File: src/tkg_pkg.sv
// Shared types, constants and a helper function for the Trivium keystream generator.
`timescale 1ns / 1ps

package tkg_pkg;

	// Cipher geometry.
	localparam int STATE_W     = 288;
	localparam int KEY_LOW_W   = 64;
	localparam int KEY_HIGH_W  = 16;
	localparam int IV_LOW_W    = 64;
	localparam int IV_HIGH_W   = 16;
	localparam int IV_BASE     = 93;
	localparam int PERIOD_W    = 31;
	localparam int COUNT_W     = 32;
	localparam int OUT_W       = 64;

	// Rounds and output limits.
	localparam int INIT_ROUNDS  = 1152;
	localparam int MAX_OUT_BITS = 64;
	localparam int DIGIT_BITS   = 8;
	localparam int DIGIT_SHIFT  = $clog2(DIGIT_BITS);
	localparam int INIT_CYCLES  = INIT_ROUNDS / DIGIT_BITS;
	localparam int REQ_MAX      = DIGIT_BITS << 3;
	localparam int NBITS_W      = $clog2(REQ_MAX + 1);
	localparam int CYC_W        = $clog2(INIT_CYCLES);

	localparam logic [PERIOD_W-1:0] PERIOD_RESET = PERIOD_W'(1048576);
	localparam logic [COUNT_W-1:0]  COUNT_MAX    = '1;

	// Opcodes of an input word.
	localparam logic [1:0] OP_GENERATE = 2'd0;
	localparam logic [1:0] OP_RESEED   = 2'd1;
	localparam logic [1:0] OP_CLEAR    = 2'd2;
	localparam logic [1:0] OP_UNUSED   = 2'd3;

	// Configuration register indexes.
	localparam logic [1:0] REG_KEY_LOW  = 2'd0;
	localparam logic [1:0] REG_KEY_HIGH = 2'd1;
	localparam logic [1:0] REG_PERIOD   = 2'd2;

	// Sequencer states.
	typedef enum logic [1:0] {
		ST_IDLE,
		ST_INIT,
		ST_GEN,
		ST_DONE
	} state_t;

	// Source of the result value when the output register loads.
	typedef enum logic [1:0] {
		SEL_ZERO,
		SEL_HOLD,
		SEL_SHIFT
	} out_sel_t;

	// Commands to the cipher core.
	typedef struct packed {
		logic load;
		logic clear;
		logic step;
	} core_ctrl_t;

	// Commands to the result datapath.
	typedef struct packed {
		logic     val_clear;
		logic     val_shift;
		logic     out_load;
		out_sel_t out_sel;
		logic     out_reseeded;
	} dp_ctrl_t;

	// Number of keystream bits requested by a width code, limited to the maximum.
	function automatic logic [NBITS_W-1:0] out_bits(input logic [1:0] ws);
		logic [NBITS_W-1:0] n;
		n = NBITS_W'(DIGIT_BITS) << ws;
		if (n > NBITS_W'(MAX_OUT_BITS)) begin
			n = NBITS_W'(MAX_OUT_BITS);
		end
		return n;
	endfunction

endpackage

File: src/tkg_core.sv
// Trivium state register that advances eight rounds per cycle when stepped.
`timescale 1ns / 1ps

module tkg_core
	import tkg_pkg::*;
(
	input  logic                  clk,
	input  logic                  arst_n,
	input  core_ctrl_t            ctrl,
	input  logic [KEY_LOW_W-1:0]  key_low,
	input  logic [KEY_HIGH_W-1:0] key_high,
	input  logic [IV_LOW_W-1:0]   iv_low,
	input  logic [IV_HIGH_W-1:0]  iv_high,
	output logic [DIGIT_BITS-1:0] digit
);

	logic [STATE_W-1:0]    state_q;
	logic [STATE_W-1:0]    seed_state;
	logic [STATE_W-1:0]    rnd_state;
	logic [DIGIT_BITS-1:0] rnd_digit;
	logic                  t_a;
	logic                  t_b;
	logic                  t_c;

	// Initial state: key in s1..s80, IV in s94..s173, ones in s286..s288.
	always_comb begin
		seed_state = '0;
		seed_state[KEY_LOW_W-1:0] = key_low;
		seed_state[KEY_LOW_W +: KEY_HIGH_W] = key_high;
		seed_state[IV_BASE +: IV_LOW_W] = iv_low;
		seed_state[IV_BASE + IV_LOW_W +: IV_HIGH_W] = iv_high;
		seed_state[STATE_W-1 -: 3] = 3'b111;
	end

	// Eight Trivium rounds; the first keystream bit lands in the top of the digit.
	always_comb begin
		rnd_state = state_q;
		rnd_digit = '0;
		t_a = 1'b0;
		t_b = 1'b0;
		t_c = 1'b0;
		for (int k = 0; k < DIGIT_BITS; k++) begin
			t_a = rnd_state[65] ^ rnd_state[92];
			t_b = rnd_state[161] ^ rnd_state[176];
			t_c = rnd_state[242] ^ rnd_state[287];
			rnd_digit[DIGIT_BITS-1-k] = t_a ^ t_b ^ t_c;
			t_a = t_a ^ (rnd_state[90] & rnd_state[91]) ^ rnd_state[170];
			t_b = t_b ^ (rnd_state[174] & rnd_state[175]) ^ rnd_state[263];
			t_c = t_c ^ (rnd_state[285] & rnd_state[286]) ^ rnd_state[68];
			rnd_state = {rnd_state[STATE_W-2:0], 1'b0};
			rnd_state[0] = t_c;
			rnd_state[93] = t_a;
			rnd_state[177] = t_b;
		end
	end

	assign digit = rnd_digit;

	// State register: clear, load a fresh seed, or advance.
	always_ff @(posedge clk or negedge arst_n) begin
		if (!arst_n) begin
			state_q <= '0;
		end else if (ctrl.clear) begin
			state_q <= '0;
		end else if (ctrl.load) begin
			state_q <= seed_state;
		end else if (ctrl.step) begin
			state_q <= rnd_state;
		end
	end

endmodule

File: src/tkg_ctrl.sv
// Sequencer for requests, blank rounds, digit count and the keystream bit counter.
`timescale 1ns / 1ps

module tkg_ctrl
	import tkg_pkg::*;
(
	input  logic                clk,
	input  logic                arst_n,
	input  logic                in_valid,
	output logic                in_stall,
	input  logic [1:0]          opcode,
	input  logic [1:0]          width_select,
	output logic                out_valid,
	input  logic                out_stall,
	input  logic [PERIOD_W-1:0] reseed_period,
	output core_ctrl_t          core_ctrl,
	output dp_ctrl_t            dp_ctrl
);

	state_t             state_q;
	state_t             state_d;
	logic [1:0]         op_q;
	logic [1:0]         ws_q;
	logic [CYC_W-1:0]   cyc_q;
	logic [COUNT_W-1:0] count_q;
	logic               seeded_q;
	logic               reseeded_q;
	logic               out_valid_q;

	logic               accept;
	logic               need_seed;
	logic               seed_now;
	logic               init_last;
	logic               gen_last;
	logic               out_free;
	logic               finish;
	logic [CYC_W-1:0]   gen_last_idx;
	logic [COUNT_W:0]   count_sum;

	// Decode of the current word and progress.
	assign accept       = in_valid && (state_q == ST_IDLE);
	assign in_stall     = (state_q != ST_IDLE);
	assign need_seed    = !seeded_q || (count_q >= {1'b0, reseed_period});
	assign seed_now     = (opcode == OP_RESEED) || ((opcode == OP_GENERATE) && need_seed);
	assign init_last    = (cyc_q == CYC_W'(INIT_CYCLES - 1));
	assign gen_last_idx = CYC_W'((out_bits(ws_q) >> DIGIT_SHIFT) - 1'b1);
	assign gen_last     = (cyc_q == gen_last_idx);
	assign out_free     = !out_valid_q || !out_stall;
	assign count_sum    = {1'b0, count_q} + (COUNT_W + 1)'(out_bits(ws_q));
	assign out_valid    = out_valid_q;

	// A word is finished when its result is ready to be written out.
	always_comb begin
		case (state_q)
			ST_IDLE: finish = accept && (opcode == OP_CLEAR || opcode == OP_UNUSED);
			ST_INIT: finish = init_last && (op_q != OP_GENERATE);
			ST_GEN:  finish = gen_last;
			ST_DONE: finish = 1'b1;
			default: finish = 1'b0;
		endcase
	end

	// Next state.
	always_comb begin
		state_d = state_q;
		case (state_q)
			ST_IDLE: begin
				if (accept) begin
					if (seed_now) begin
						state_d = ST_INIT;
					end else if (opcode == OP_GENERATE) begin
						state_d = ST_GEN;
					end else if (!out_free) begin
						state_d = ST_DONE;
					end
				end
			end
			ST_INIT: begin
				if (init_last) begin
					if (op_q == OP_GENERATE) begin
						state_d = ST_GEN;
					end else begin
						state_d = out_free ? ST_IDLE : ST_DONE;
					end
				end
			end
			ST_GEN: begin
				if (gen_last) begin
					state_d = out_free ? ST_IDLE : ST_DONE;
				end
			end
			ST_DONE: begin
				if (out_free) begin
					state_d = ST_IDLE;
				end
			end
			default: state_d = ST_IDLE;
		endcase
	end

	// Commands to the core and the result datapath.
	always_comb begin
		core_ctrl.load  = accept && seed_now;
		core_ctrl.clear = accept && (opcode == OP_CLEAR);
		core_ctrl.step  = (state_q == ST_INIT) || (state_q == ST_GEN);

		dp_ctrl.val_clear    = accept;
		dp_ctrl.val_shift    = (state_q == ST_GEN);
		dp_ctrl.out_load     = finish && out_free;
		dp_ctrl.out_reseeded = (state_q == ST_IDLE) ? 1'b0 : reseeded_q;
		case (state_q)
			ST_IDLE: dp_ctrl.out_sel = SEL_ZERO;
			ST_GEN:  dp_ctrl.out_sel = SEL_SHIFT;
			default: dp_ctrl.out_sel = SEL_HOLD;
		endcase
	end

	// State and word registers.
	always_ff @(posedge clk or negedge arst_n) begin
		if (!arst_n) begin
			state_q     <= ST_IDLE;
			op_q        <= OP_UNUSED;
			ws_q        <= '0;
			cyc_q       <= '0;
			reseeded_q  <= 1'b0;
			out_valid_q <= 1'b0;
		end else begin
			state_q <= state_d;
			if (accept) begin
				op_q       <= opcode;
				ws_q       <= width_select;
				reseeded_q <= seed_now;
			end
			if (accept || (state_q == ST_INIT && init_last)) begin
				cyc_q <= '0;
			end else if (state_q == ST_INIT || state_q == ST_GEN) begin
				cyc_q <= cyc_q + 1'b1;
			end
			if (dp_ctrl.out_load) begin
				out_valid_q <= 1'b1;
			end else if (!out_stall) begin
				out_valid_q <= 1'b0;
			end
		end
	end

	// Seeded flag and saturating count of keystream bits since the last seed.
	always_ff @(posedge clk or negedge arst_n) begin
		if (!arst_n) begin
			count_q  <= '0;
			seeded_q <= 1'b0;
		end else if (accept && (opcode == OP_CLEAR)) begin
			count_q  <= '0;
			seeded_q <= 1'b0;
		end else if (state_q == ST_INIT && init_last) begin
			count_q  <= '0;
			seeded_q <= 1'b1;
		end else if (state_q == ST_GEN && gen_last) begin
			count_q <= count_sum[COUNT_W] ? COUNT_MAX : count_sum[COUNT_W-1:0];
		end
	end

endmodule

File: src/trivium_keystream_generator_core.sv
// A generate word without reseed gives 8, 16, 32 or 64 bits from the generate state; the
// core advances eight rounds a cycle. A new word is accepted only when the sequencer is
// idle; a reseed adds 1152 blank rounds before generation, a force reseed runs only the
// blank rounds, and clear or unused words finish at acceptance unless the output is stalled.
// Reset: asynchronous, clears the state, counter, seeded flag and key; period is 1048576.
`timescale 1ns / 1ps

module trivium_keystream_generator_core
	import tkg_pkg::*;
(
	input  logic                  clk,
	input  logic                  arst_n,
	input  logic                  cfg_we,
	input  logic [1:0]            cfg_index,
	input  logic [KEY_LOW_W-1:0]  cfg_data,
	input  logic                  in_valid,
	output logic                  in_stall,
	input  logic [1:0]            opcode,
	input  logic [IV_LOW_W-1:0]   iv_low,
	input  logic [IV_HIGH_W-1:0]  iv_high,
	input  logic [1:0]            width_select,
	output logic                  out_valid,
	input  logic                  out_stall,
	output logic [OUT_W-1:0]      random_value,
	output logic                  reseeded
);

	logic [KEY_LOW_W-1:0]  key_low_q;
	logic [KEY_HIGH_W-1:0] key_high_q;
	logic [PERIOD_W-1:0]   period_q;
	logic [OUT_W-1:0]      value_q;
	logic [OUT_W-1:0]      random_value_q;
	logic                  reseeded_q;
	logic [OUT_W-1:0]      value_next;
	logic [DIGIT_BITS-1:0] digit;
	core_ctrl_t            core_ctrl;
	dp_ctrl_t              dp_ctrl;

	// Configuration registers.
	always_ff @(posedge clk or negedge arst_n) begin
		if (!arst_n) begin
			key_low_q  <= '0;
			key_high_q <= '0;
			period_q   <= PERIOD_RESET;
		end else if (cfg_we) begin
			case (cfg_index)
				REG_KEY_LOW:  key_low_q  <= cfg_data;
				REG_KEY_HIGH: key_high_q <= cfg_data[KEY_HIGH_W-1:0];
				REG_PERIOD:   period_q   <= cfg_data[PERIOD_W-1:0];
				default:      ;
			endcase
		end
	end

	tkg_ctrl u_ctrl (
		.clk           (clk),
		.arst_n        (arst_n),
		.in_valid      (in_valid),
		.in_stall      (in_stall),
		.opcode        (opcode),
		.width_select  (width_select),
		.out_valid     (out_valid),
		.out_stall     (out_stall),
		.reseed_period (period_q),
		.core_ctrl     (core_ctrl),
		.dp_ctrl       (dp_ctrl)
	);

	tkg_core u_core (
		.clk      (clk),
		.arst_n   (arst_n),
		.ctrl     (core_ctrl),
		.key_low  (key_low_q),
		.key_high (key_high_q),
		.iv_low   (iv_low),
		.iv_high  (iv_high),
		.digit    (digit)
	);

	// Keystream collects one digit a cycle while generating, earliest bits moving up.
	assign value_next = {value_q[OUT_W-DIGIT_BITS-1:0], digit};

	always_ff @(posedge clk) begin
		if (dp_ctrl.val_clear) begin
			value_q <= '0;
		end else if (dp_ctrl.val_shift) begin
			value_q <= value_next;
		end
	end

	// Output register, so the next word can start while a result waits.
	always_ff @(posedge clk) begin
		if (dp_ctrl.out_load) begin
			reseeded_q <= dp_ctrl.out_reseeded;
			case (dp_ctrl.out_sel)
				SEL_SHIFT: random_value_q <= value_next;
				SEL_HOLD:  random_value_q <= value_q;
				default:   random_value_q <= '0;
			endcase
		end
	end

	assign random_value = random_value_q;
	assign reseeded     = reseeded_q;

	// A waiting result is never overwritten.
	a_no_overwrite: assert property (@(posedge clk) disable iff (!arst_n)
		out_valid && out_stall |-> !dp_ctrl.out_load)
		else $error("result overwritten while waiting");

	// The core receives at most one command per cycle.
	a_core_cmd: assert property (@(posedge clk) disable iff (!arst_n)
		$onehot0({core_ctrl.load, core_ctrl.clear, core_ctrl.step}))
		else $error("conflicting core commands");

	// A force reseed keeps the block busy with blank rounds.
	a_reseed_busy: assert property (@(posedge clk) disable iff (!arst_n)
		in_valid && !in_stall && opcode == OP_RESEED |=> in_stall)
		else $error("force reseed did not run blank rounds");

endmodule
File: config.mk
export PLATFORM = sky130hd
export DESIGN_NAME = trivium_keystream_generator_core
export DESIGN_NICKNAME = d
export VERILOG_FILES = /design/src/tkg_pkg.sv /design/src/tkg_core.sv /design/src/tkg_ctrl.sv /design/src/trivium_keystream_generator_core.sv
export SDC_FILE = /design/constraint.sdc
export NUM_CORES = 1
export LEC_CHECK = 0
export ABC_AREA = 1
export BUFFER_PORTS_ARGS = -buffer_cell sky130_fd_sc_hd__buf_4
export CAP_MARGIN = 30
export CELL_PAD_IN_SITES_DETAIL_PLACEMENT = 0
export CELL_PAD_IN_SITES_GLOBAL_PLACEMENT = 2
export CORE_UTILIZATION = 33
export DETAILED_ROUTE_END_ITERATION = 8
export PLACE_DENSITY_LB_ADDON = 0.15
export SETUP_SLACK_MARGIN = 0.2
export SYNTH_ARGS = -nofsm -noshare
export SYNTH_HDL_FRONTEND = slang
export SYNTH_SLANG_ARGS = --single-unit
export TNS_END_PERCENT = 100
File: constraint.sdc
create_clock -name clk -period 4.2 [get_ports clk]
set_input_delay 0.84 -clock clk [delete_from_list [all_inputs] [get_ports clk]]
set_output_delay 0.84 -clock clk [all_outputs]
set_load 0.01 [all_outputs]
==> results.json <==
{
  "critPathRequiredTime_ns": 4.73,
  "worstPathArrival_ns": 3.82,
  "finalHoldViolCount": 0,
  "async_flop_share": 0.776,
  "start_kind": "register",
  "grt_pass1_wl_um": 127000,
  "crit_buf_inv": 1,
  "gp_congestion": 0.827,
  "synth_edf_count": 65,
  "fin_setup_tns_ns": 0,
  "power.leakage_nw": 15.5,
  "path_delay_family": "simple AND/OR/NAND/NOR gates",
  "skew_ns": 0.0223,
  "cts.path.max_buffers": 3,
  "post_cts_buffers": 0,
  "worstReg2RegEnd": "u_ctrl.count_q[25]",
  "setup_viol": 0,
  "rr_startpoint": "u_ctrl.ws_q[1]",
  "synth-seq-cells": 575,
  "startpoint": "u_ctrl.ws_q[1]",
  "drt_first_iter_violations": 1597,
  "ant_nets": 0,
  "synthFlopType": "dfrtp_1",
  "path_clk_slew_ns": 0.06,
  "viasPerCell": 4.88,
  "crit_path_max_fanout": 14,
  "cts_made_buffers": 70,
  "slew_headroom": 0.314,
  "grt_pass1_vias": 21900,
  "cp.depth": 10,
  "first_pass_iters": 5,
  "yosysTopAreaCell": "dfrtp_1",
  "critPathSlowestCell": "nand3_1",
  "power_mw": 22.2,
  "layout-drive-gt1-share": 0.123,
  "insertion_delay_ns": 0.61,
  "drc": 0,
  "track_usage": 0.192,
  "finalCritPeriodShare": 0.782,
  "fp.dieArea_um2": 83800,
  "ys_top_cells_by_count": "nand2_1 (1,400), dfrtp_1 (443), o21ai_0 (220), nand4_1 (173), inv_1 (143)",
  "place_ws_ns": 0.879,
  "drt-total-wl_um": 81100,
  "globalRoute.totalOverflow": 0,
  "cp_slowest_stage_delay_ns": 0.67,
  "placementRows": 105,
  "ctsHoldBuffers": 0,
  "io_pins": 222,
  "end_kind": "register",
  "nFillCells": 8499,
  "die_h_um": 290,
  "r2r.worst_path.cells": 10,
  "peakVddDrop_uv": 748,
  "areaGrowthSynthToFinish_pct": 18.3,
  "tightest_slew_ns": 1.03,
  "place.port_buffers": 221,
  "crit_chain": "inv_1 -> nor2_1 -> ha_1 -> nand3_1 -> a21oi_2 -> o21ai_2 -> nor3_2 -> nand3_1 -> a21oi_1 -> a21o_1",
  "ctsResizeCount": 0,
  "cts_sinks": 575,
  "htree_levels": 3,
  "synth.avg_cell_area_um2": 8.28,
  "start_util": 0.333,
  "synth.area.top_cells": "dfrtp_1 (41%), nand2_1 (19%), edfxtp_1 (7.2%)",
  "postLayoutCoreUtil": 0.394,
  "period_needed_ns": 3.28,
  "dp_hpwl_um": 51800,
  "grt_max_degree": 165,
  "maxCapViolCount": 0,
  "yosysWarnings": 0,
  "syn-num-nets": 3493,
  "power_density_nw_per_um2": 688,
  "grt_setup_unrepaired": "no",
  "fin_cells": 4550,
  "drv_slew": 0,
  "path_class": "register to register",
  "fmax_ghz": 0.304,
  "netlist_instances": 3296,
  "die_w_um": 290,
  "reg2reg_slack_ns": 0.92,
  "cts_tree": "yes",
  "via_count": 22200,
  "cp_common_cell": "nand3_1",
  "synth_top_area_frac": 0.406,
  "wl_per_cell_um": 17.8,
  "netlist_area_um2": 27300,
  "fp.coreArea_um2": 82000,
  "status": "complete, no violations",
  "synth_most_common_cell": "nand2_1",
  "setup_slack_ns": 0.915,
  "place_inst": 4422,
  "min_path_type": "primary input to asynchronous set/reset pin",
  "antenna_found_initial": 0,
  "ys_types": 45,
  "synth_seq_area_share": 0.528,
  "crit_path_end": "u_ctrl.count_q[25]",
  "fin_nets": 3621,
  "clock_tree.root_cell": "clkbuf_16"
}
-- layout make-up --
cell class                      instances  area (um^2)  share of cell area
Multi-Input combinational cell       2368        11400               0.355
Inverter                              148          573              0.0178
Clock inverter                         18          216             0.00671
Tap cell                             1070         1340              0.0415
Antenna cell                            1         2.50           0.0000775
Sequential cell                       575        14400               0.446
Clock buffer                          109         2090              0.0648
Timing Repair Buffer                  261         2210              0.0684
-- kinds of logic after synthesis --
kind of cell,count (synthesis),synth area share
simple gates,1797,0.271
buf+inv,353,0.0553
fa+ha+maj,42,0.0195
flops,575,0.528
xor+xnor,97,0.0311
mux,73,0.0283
compound gates,359,0.0669
-- power breakdown --
part           leakage [nW]  switching [mW]  internal (mW)
Clock                  1.13            2.42           3.67
Combinational          7.31            5.30           2.57
Sequential             7.02            1.05           7.19
-- layer usage --
| layer | part of all wire | vias to the layer above | GRT usage |
|---|---|---|---|
| li1 | - | 10900 | - |
| met1 | 0.46 | 10700 | 0.265 |
| met2 | 0.48 | 447 | 0.317 |
| met3 | 0.035 | 97 | 0.0227 |
| met4 | 0.023 | 0 | 0.0538 |
| met5 | 0 | - | 0 |
-- layout by cell type, fill, tap and decap left out, types with 3 or more instances in the layout --
master / netlist / final
a21o_1: 4 / 4
o21ai_1: 17 / 17
a21oi_1: 112 / 111
xor2_1: 42 / 42
mux2_2: 33 / 33
o21ai_0: 220 / 220
dfrtp_1: 443 / 443
inv_6: 0 / 5
clkbuf_1: 111 / 22
nand3b_1: 3 / 3
bufinv_16: 0 / 4
ha_1: 41 / 39
edfxtp_1: 65 / 65
clkbuf_16: 0 / 72
buf_12: 0 / 16
clkinv_1: 2 / 3
inv_1: 143 / 141
clkbuf_8: 0 / 15
nand3_1: 45 / 43
mux2i_1: 40 / 40
nor3_1: 51 / 51
buf_4: 13 / 242
nand4_1: 173 / 173
dfstp_2: 3 / 3
nand2_1: 1400 / 1400
or2_2: 4 / 4
xnor2_1: 55 / 55
nor4_1: 6 / 6
nor2_1: 103 / 101
clkinv_2: 0 / 7
dfxtp_1: 64 / 64
-- flip-flops by register name, summed over array words and instances, names as in the netlist, 8 cells and up --
register	cells
random_value	64
u_core.state_q	288
u_ctrl.count_q	30
key_low_q	64
key_high_q	16
u_ctrl.cyc_q	8
period_q	31
value_q	64
-- worst min path at each step --
stage	depth (start not counted)	slack, ns	endpoint
CTS	1	0.27	u_core.state_q[135]
global placement	2	0.45	value_q[59]
finish	1	0.23	u_core.state_q[135]
global route	1	0.28	u_core.state_q[135]
detailed placement	2	0.45	value_q[59]
floorplan	2	0.44	value_q[56]
-- stage by stage --
stage | hold WS [ns] | cell area (um^2)
floorplan | 0.441 | 27300
global placement | 0.449 | 29900
detailed placement | 0.455 | 30000
CTS | 0.269 | 32300
global route | 0.282 | 32300
finish | 0.230 | 32300
No activity file was read; power rests on OpenSTA's default activity.
